<file path="src/rtl/plrb_pkg.sv">
// Shared types, constants and helpers for the ping-pong line receive buffer.
// Depends on nothing; every other file imports it.
package plrb_pkg;

    // Bytes per line buffer and derived widths
    localparam int LINE_BYTES = 128;
    localparam int OFF_W      = $clog2(LINE_BYTES);      // offset inside one buffer
    localparam int LEN_W      = $clog2(LINE_BYTES + 1);  // count 0..LINE_BYTES
    localparam int ADDR_W     = OFF_W + 1;               // buffer select + offset
    localparam int DEPTH      = 2 * LINE_BYTES;

    // Fixed field widths of the stream items
    localparam int KIND_W      = 2;
    localparam int BYTE_W      = 8;
    localparam int RD_OFF_W    = 7;
    localparam int LENGTH_W    = 8;
    localparam int S_TDATA_W   = 16;
    localparam int M_TDATA_W   = 24;

    // Item kinds
    localparam logic [KIND_W-1:0] KIND_BYTE    = 2'd0;
    localparam logic [KIND_W-1:0] KIND_GET     = 2'd1;
    localparam logic [KIND_W-1:0] KIND_RELEASE = 2'd2;
    localparam logic [KIND_W-1:0] KIND_READ    = 2'd3;

    // Checked-out code meaning no buffer
    localparam logic [1:0] NO_BUFFER = 2'd3;

    // Line terminator characters
    localparam logic [BYTE_W-1:0] CHAR_CR = 8'h0D;
    localparam logic [BYTE_W-1:0] CHAR_LF = 8'h0A;

    // Line store access for one item
    typedef struct packed {
        logic              wr_en;
        logic [ADDR_W-1:0] wr_addr;
        logic [BYTE_W-1:0] wr_data;
        logic              rd_en;
        logic [ADDR_W-1:0] rd_addr;
    } mem_req_t;

    // Result fields except the byte that comes from the store
    typedef struct packed {
        logic                buffer_ready;
        logic                checkout_sel;
        logic [LENGTH_W-1:0] line_length;
        logic                line_done;
        logic                byte_dropped;
        logic                data_available;
        logic                capture_paused;
        logic                read_hit;
    } result_t;

    // Free buffer search, buffer 0 first
    typedef struct packed {
        logic found;
        logic idx;
    } pick_t;

    function automatic pick_t pick_free(input logic len0_zero, input logic len1_zero,
                                        input logic [1:0] co);
        pick_t p;
        p.found = 1'b0;
        p.idx   = 1'b0;
        if (len0_zero && co != 2'd0)
        begin
            p.found = 1'b1;
            p.idx   = 1'b0;
        end
        else if (len1_zero && co != 2'd1)
        begin
            p.found = 1'b1;
            p.idx   = 1'b1;
        end
        return p;
    endfunction

endpackage

</file>
<file path="src/rtl/plrb_store.sv">
// Line store: two line buffers in one single-port-write, registered-read memory.
// Depends on plrb_pkg.
module plrb_store
    import plrb_pkg::*;
(
    input  logic              clk,
    input  mem_req_t          req,
    output logic [BYTE_W-1:0] rd_data
);

    logic [BYTE_W-1:0] mem [DEPTH];
    logic [BYTE_W-1:0] rd_data_reg;

    // Write port and registered read port
    always_ff @(posedge clk)
    begin
        if (req.wr_en)
        begin
            mem[req.wr_addr] <= req.wr_data;
        end
        if (req.rd_en)
        begin
            rd_data_reg <= mem[req.rd_addr];
        end
    end

    assign rd_data = rd_data_reg;

endmodule

</file>
<file path="src/rtl/plrb_ctrl.sv">
// Capture and host-side control: fill position, published lengths, checkout.
// Depends on plrb_pkg; drives the line store request and the result fields.
module plrb_ctrl
    import plrb_pkg::*;
(
    input  logic                clk,
    input  logic                rst_n,
    input  logic                fire,
    input  logic [KIND_W-1:0]   kind,
    input  logic [BYTE_W-1:0]   rx_byte,
    input  logic [RD_OFF_W-1:0] read_offset,
    output mem_req_t            mem_req,
    output result_t             result
);

    logic [LEN_W-1:0]  len_reg [2];
    logic [LEN_W-1:0]  len_next [2];
    logic              fill_buf_reg, fill_buf_next;
    logic              capturing_reg, capturing_next;
    logic              paused_reg, paused_next;
    logic [LEN_W-1:0]  fill_cnt_reg, fill_cnt_next;
    logic [BYTE_W-1:0] prev_byte_reg, prev_byte_next;
    logic              prev_valid_reg, prev_valid_next;
    logic [1:0]        co_reg, co_next;

    logic [LEN_W-1:0]  cnt_inc;
    logic              pair_end;
    logic              complete;
    logic              restart;
    logic              done;
    logic              dropped;
    logic              rd_len_ok;
    pick_t             pick;

    assign cnt_inc  = fill_cnt_reg + 1'b1;
    assign pair_end = prev_valid_reg &&
                      ((prev_byte_reg == CHAR_CR && rx_byte == CHAR_LF) ||
                       (prev_byte_reg == CHAR_LF && rx_byte == CHAR_CR));
    assign complete = pair_end || (cnt_inc == LEN_W'(LINE_BYTES));
    assign rd_len_ok = (32'(read_offset) < 32'(len_reg[co_reg[0]])) &&
                       (32'(read_offset) < LINE_BYTES);

    // Next state for the item in flight
    always_comb
    begin
        len_next        = len_reg;
        fill_buf_next   = fill_buf_reg;
        capturing_next  = capturing_reg;
        paused_next     = paused_reg;
        fill_cnt_next   = fill_cnt_reg;
        prev_byte_next  = prev_byte_reg;
        prev_valid_next = prev_valid_reg;
        co_next         = co_reg;
        restart         = 1'b0;
        done            = 1'b0;
        dropped         = 1'b0;
        mem_req.wr_en   = 1'b0;
        mem_req.wr_addr = {fill_buf_reg, fill_cnt_reg[OFF_W-1:0]};
        mem_req.wr_data = rx_byte;
        mem_req.rd_en   = 1'b0;
        mem_req.rd_addr = {co_reg[0], OFF_W'(read_offset)};

        if (fire)
        begin
            unique case (kind)
                KIND_BYTE:
                begin
                    if (!capturing_reg)
                    begin
                        dropped = 1'b1;
                    end
                    else
                    begin
                        mem_req.wr_en = 1'b1;
                        fill_cnt_next = cnt_inc;
                        if (!complete)
                        begin
                            prev_byte_next  = rx_byte;
                            prev_valid_next = 1'b1;
                        end
                        else
                        begin
                            capturing_next         = 1'b0;
                            len_next[fill_buf_reg] = cnt_inc;
                            done                   = 1'b1;
                            restart                = 1'b1;
                        end
                    end
                end
                KIND_GET:
                begin
                    if (co_reg == NO_BUFFER)
                    begin
                        if (len_reg[0] != '0)
                        begin
                            co_next = 2'd0;
                        end
                        else if (len_reg[1] != '0)
                        begin
                            co_next = 2'd1;
                        end
                    end
                end
                KIND_RELEASE:
                begin
                    if (co_reg != NO_BUFFER)
                    begin
                        len_next[co_reg[0]] = '0;
                        co_next             = NO_BUFFER;
                    end
                    restart = paused_reg && !capturing_reg;
                end
                KIND_READ:
                begin
                    mem_req.rd_en = 1'b1;
                end
            endcase
        end

        // Move capture to a free buffer, or pause
        pick = pick_free(len_next[0] == '0, len_next[1] == '0, co_next);
        if (restart)
        begin
            if (pick.found)
            begin
                fill_buf_next   = pick.idx;
                fill_cnt_next   = '0;
                prev_valid_next = 1'b0;
                capturing_next  = 1'b1;
                paused_next     = 1'b0;
            end
            else
            begin
                paused_next = 1'b1;
            end
        end
    end

    // Result fields from the updated state
    always_comb
    begin
        result.buffer_ready   = (co_next != NO_BUFFER);
        result.checkout_sel   = (co_next != NO_BUFFER) ? co_next[0] : 1'b0;
        result.line_length    = (co_next != NO_BUFFER) ?
                                LENGTH_W'(len_next[co_next[0]]) : '0;
        result.line_done      = done;
        result.byte_dropped   = dropped;
        result.data_available = (co_next != NO_BUFFER) || (len_next[0] != '0) ||
                                (len_next[1] != '0);
        result.capture_paused = paused_next;
        result.read_hit       = fire && (kind == KIND_READ) && (co_reg != NO_BUFFER) &&
                                rd_len_ok;
    end

    // State registers
    always_ff @(posedge clk or negedge rst_n)
    begin
        if (!rst_n)
        begin
            len_reg[0]     <= '0;
            len_reg[1]     <= '0;
            fill_buf_reg   <= 1'b0;
            capturing_reg  <= 1'b1;
            paused_reg     <= 1'b0;
            fill_cnt_reg   <= '0;
            prev_byte_reg  <= '0;
            prev_valid_reg <= 1'b0;
            co_reg         <= NO_BUFFER;
        end
        else
        begin
            len_reg[0]     <= len_next[0];
            len_reg[1]     <= len_next[1];
            fill_buf_reg   <= fill_buf_next;
            capturing_reg  <= capturing_next;
            paused_reg     <= paused_next;
            fill_cnt_reg   <= fill_cnt_next;
            prev_byte_reg  <= prev_byte_next;
            prev_valid_reg <= prev_valid_next;
            co_reg         <= co_next;
        end
    end

endmodule

</file>
<file path="src/rtl/pingpong_line_receive_buffer.sv">
// Top level of the ping-pong line receive buffer: input register, control, store,
// result register. Depends on plrb_pkg, plrb_ctrl and plrb_store.
//
//  channel | direction | fields (low bit first)
//  --------+-----------+-----------------------------------------------------------
//  s_*     | in        | tuser: kind[1:0]; tdata: rx_byte[7:0], read_offset[14:8]
//  m_*     | out       | tdata: buffer_ready, checkout_sel, line_length[9:2],
//          |           |        read_data[17:10], line_done, byte_dropped,
//          |           |        data_available, capture_paused
//
// One item per cycle sustained while the result is not stalled; each item passes the input
// register, then the control update and store read into the result register.
// The store is written and read once per cycle at most, which sets the rate.
// Reset leaves capture armed on buffer 0; the store needs no clearing pass.
// A stalled result holds; s_tready stays high while the result register can drain.
module pingpong_line_receive_buffer
    import plrb_pkg::*;
(
    input  logic                 clk,
    input  logic                 rst_n,
    input  logic                 s_tvalid,
    output logic                 s_tready,
    input  logic [S_TDATA_W-1:0] s_tdata,   // rx_byte[7:0], read_offset[14:8], pad
    input  logic [KIND_W-1:0]    s_tuser,   // kind[1:0]
    output logic                 m_tvalid,
    input  logic                 m_tready,
    output logic [M_TDATA_W-1:0] m_tdata    // see table above, pad [23:22]
);

    logic                in_valid_reg;
    logic [KIND_W-1:0]   in_kind_reg;
    logic [BYTE_W-1:0]   in_byte_reg;
    logic [RD_OFF_W-1:0] in_off_reg;
    logic                out_valid_reg;
    result_t             out_res_reg;
    logic                advance;
    logic                fire;
    mem_req_t            mem_req;
    result_t             result;
    logic [BYTE_W-1:0]   rd_data;
    logic [BYTE_W-1:0]   read_data;

    // Pipeline handshake
    assign advance  = !out_valid_reg || m_tready;
    assign s_tready = !in_valid_reg || advance;
    assign fire     = in_valid_reg && advance;

    always_ff @(posedge clk or negedge rst_n)
    begin
        if (!rst_n)
        begin
            in_valid_reg  <= 1'b0;
            out_valid_reg <= 1'b0;
        end
        else
        begin
            if (s_tready)
            begin
                in_valid_reg <= s_tvalid;
            end
            if (advance)
            begin
                out_valid_reg <= in_valid_reg;
            end
        end
    end

    // Payload registers
    always_ff @(posedge clk)
    begin
        if (s_tready && s_tvalid)
        begin
            in_kind_reg <= s_tuser;
            in_byte_reg <= s_tdata[BYTE_W-1:0];
            in_off_reg  <= s_tdata[BYTE_W+RD_OFF_W-1:BYTE_W];
        end
        if (fire)
        begin
            out_res_reg <= result;
        end
    end

    plrb_ctrl u_ctrl (
        .clk         (clk),
        .rst_n       (rst_n),
        .fire        (fire),
        .kind        (in_kind_reg),
        .rx_byte     (in_byte_reg),
        .read_offset (in_off_reg),
        .mem_req     (mem_req),
        .result      (result)
    );

    plrb_store u_store (
        .clk     (clk),
        .req     (mem_req),
        .rd_data (rd_data)
    );

    // Result packing
    assign read_data = out_res_reg.read_hit ? rd_data : '0;
    assign m_tvalid  = out_valid_reg;
    assign m_tdata   = {2'b00,
                        out_res_reg.capture_paused,
                        out_res_reg.data_available,
                        out_res_reg.byte_dropped,
                        out_res_reg.line_done,
                        read_data,
                        out_res_reg.line_length,
                        out_res_reg.checkout_sel,
                        out_res_reg.buffer_ready};

endmodule

</file>
<file path="config.mk">
export PLATFORM = sky130hd
export DESIGN_NAME = pingpong_line_receive_buffer
export DESIGN_NICKNAME = d
export VERILOG_FILES = /design/src/rtl/plrb_pkg.sv /design/src/rtl/plrb_store.sv /design/src/rtl/plrb_ctrl.sv /design/src/rtl/pingpong_line_receive_buffer.sv
export SDC_FILE = /design/constraint.sdc
export NUM_CORES = 2
export LEC_CHECK = 0
export BUFFER_PORTS_ARGS = -buffer_cell sky130_fd_sc_hd__buf_2
export CORE_AREA = 8 8 467 469
export CTS_CLUSTER_DIAMETER = 120
export DETAILED_ROUTE_END_ITERATION = 10
export DIE_AREA = 0 0 475 477
export PLACE_DENSITY = 0.54
export SLEW_MARGIN = 10
export SYNTH_ARGS = -nofsm -noshare
export SYNTH_HDL_FRONTEND = slang
export SYNTH_HIERARCHICAL = 1
export SYNTH_SLANG_ARGS = --single-unit
</file>
<file path="constraint.sdc">
create_clock -name clk -period 4.4 [get_ports clk]
set_input_delay 0.22 -clock clk [delete_from_list [all_inputs] [get_ports clk]]
set_output_delay 0.22 -clock clk [all_outputs]
set_load 0.01 [all_outputs]
</file>
==> results.tsv <==
metric	value	unit
status	finished clean	
vias	41500	
CTS resizes	0	
root buffer selected by CTS	clkbuf_16	
Max Cap Viol	0	
syn_area_per_cell	20.5	µm²
vias in the first global route	42000	
max FFs per register	2048	
Seq cells post-synth	2128	
worst-path fanout max	11	
crit path DAT	4.31	ns
Synth Instances	4083	
Worst-Skew Late Latency	0.84	ns
post-synth top area share	0.750	
Top FF cell, synth	edfxtp_1	
Initial Utilization	0.396	
Detailed Route Iter0 Violations	4304	
Max Root-Sink Buffers	3	
TritonCTS Buffers	214	
drt wl/cell	28.9	µm
Final Hold Viols	0	
minimum clock period after layout	3.85	ns
total gr overflow	0	
synthesized cell area	83600	µm²
Die ar.	227000	µm²
Synth Area in Compound Gates	0.0382	
crit share post-route	0.875	
Global Route Usage Sum	0.185	
Power Density	448	nW/µm²
Setup CP Type	reg2reg	
Synth async-reset ratio	0.0188	
count of different cell masters after synthesis	84	
relative slew slack	0.177	
RSZ-0062 raised after global routing	false	
CTS tree	yes	
first-pass GRT wire length	306000	µm
share of cells above drive strength 1	0.253	
initial antenna violation count	7	
routed wire length	213000	µm
reg2reg start	in_kind_reg[1]	
post-synthesis sequential area ratio	0.762	
post-route ant nets	0	
Die Ht	477	µm
Synth warnings	6	
half-perimeter wire length after placement	132000	µm
Slew @ Worst Pin	1.23	ns
EDFF count, synth	2088	
max-slew violation count	0	
fin util	0.452	
Syn-to-layout area delta	14.0	%
Clock Pin Slew Worst Setup and Hold Paths	0.06	ns
Final setup violation count	0	
Nets	4405	
reg-to-reg endpoint	u_store/mem[137][4]	
DRC Markers	0	
most frequent cells in the layout	edfxtp_1, mux4_2, nor2_1	
Die Wd	475	µm
H-tree depth	4	
drt pass-1 iters	5	
Critical Path RT	4.86	ns
Row Count	169	
post-route setup slack	0.552	ns
maximum VDD drop	0.365	mV
Hold Path Class	in2async	
mux share of post-synthesis cell area	0.141	
drt via density	5.62	
commonest non-fill, non-tap cell in the layout	edfxtp_1	
crit start category	flop	
largest cells by area after synthesis	edfxtp_1, mux4_2, mux2i_1, nor2_1, a22oi_1	
f_max	260	MHz
port bufs	44	
Pleak	0.0301	µW
Sink Count	2128	
adder-cell share of the synthesized area	0.00165	
Synth area leader	edfxtp_1	
number of I/O pins	48	
Setup Skew	0.0185	ns
Sum Neg Setup Slack	0	ns
Worst Setup End Kind	flop	
r2r setup slk	0.55	ns
routability congestion estimate	0.815	
pin count of the biggest net entering global routing	213	
worst r2r path cells	7	
main combinational cell family by area after synthesis	multiplexers	
Placeable Area	211000	µm²
worst slack, placed	0.559	ns
simple-gate share of the synthesized area	0.0323	
post-synthesis xor/xnor area fraction	0.00147	
[repair_timing]
item / CTS / global route
hold buffers: 21 / 0
endpoints found under the setup margin: 0 / 0
endpoints found under the hold margin: 76 / 0
setup buffers: 0 / 0
[Yosys cell counts, types with 17 or more instances]
cell type and number:
a22o_1 17, o221ai_1 46, mux4_2 454, buf_4 70
dfrtp_1 37, clkbuf_1 117, buf_2 38, o22ai_1 29
nor4_1 26, a211oi_1 17, o21ai_0 29, nor2b_1 35
buf_6 23, a22oi_1 135, edfxtp_1 2088, and2_1 17
nand2_1 57, mux2i_1 142, a21oi_1 101, buf_1 22
nor3_1 28, nand3_1 42, nor2_1 302
[layout make-up]
class,instances,area (µm²)
well taps,2821,3530
flip-flops and latches,2128,63700
multi-input cells,1655,18000
clock inverters,118,1150
inverters,10,37.5
fillers,17900,116000
repair buffers,363,3030
diodes,4,10.0
clock buffers,276,5770
[logic make-up (layout without fill, tap and decap cells)]
kind of cell | after synthesis | after routing
flops | 2128 | 2128
simple gates | 573 | 573
mux | 607 | 607
fa+ha+maj | 11 | 11
buf+inv | 301 | 767
compound gates | 448 | 448
other cells | 1 | 6
xor+xnor | 14 | 14
[worst max-delay path by stage]
stage	slack, ns	cells after the start	endpoint	start
after floorplan	0.96	10	u_store/mem[234][0]	m_tvalid
after global placement	0.61	8	u_store/mem[82][1]	in_kind_reg[0]
after CTS	0.56	7	u_store/mem[137][4]	in_kind_reg[1]
after global routing	0.34	7	u_store/mem[200][3]	in_kind_reg[1]
after detailed placement	0.56	7	u_store/mem[137][4]	in_kind_reg[1]
final	0.55	7	u_store/mem[137][4]	in_kind_reg[1]
[where the power goes]
group / internal, µW / switching [µW] / total [µW]
Combinational: 841 / 1510 / 2360
Sequential: 22300 / 55.9 / 22400
Clock: 10300 / 7620 / 17900
Total: 33500 / 9190 / 42700
[routing by layer]
metal,vias up,global-route usage,share of wire
met1,22300,0.265,0.43
met5,-,0,0
met3,286,0.0277,0.058
met2,1315,0.297,0.48
met4,0,0.0500,0.025
li1,17500,-,-
[critical path, cell delays in order (launching register included)]
cell and delay [ns]:
edfxtp_1 0.43, inv_1 0.11, ha_1 0.21, nand3_1 0.38, clkinv_1 0.34, buf_4 0.23
nand3_2 0.63, nor2_1 1.09
[stage by stage]
| step | instances | hold WS, ns | power (µW) | cell area [µm²] |
|---|---|---|---|---|
| finish | 7375 | 0.0650 | 42700 | 95300 |
| global route | 7373 | 0.0484 | 44000 | 95300 |
| CTS | 7371 | 0.0173 | 43100 | 95300 |
| detailed placement | 6956 | 0.399 | 25200 | 88100 |
| global placement | 6956 | 0.397 | 25200 | 88100 |
| floorplan | 4084 | -0.0756 | 24200 | 83600 |
No activity file was read; power rests on OpenSTA's default activity.
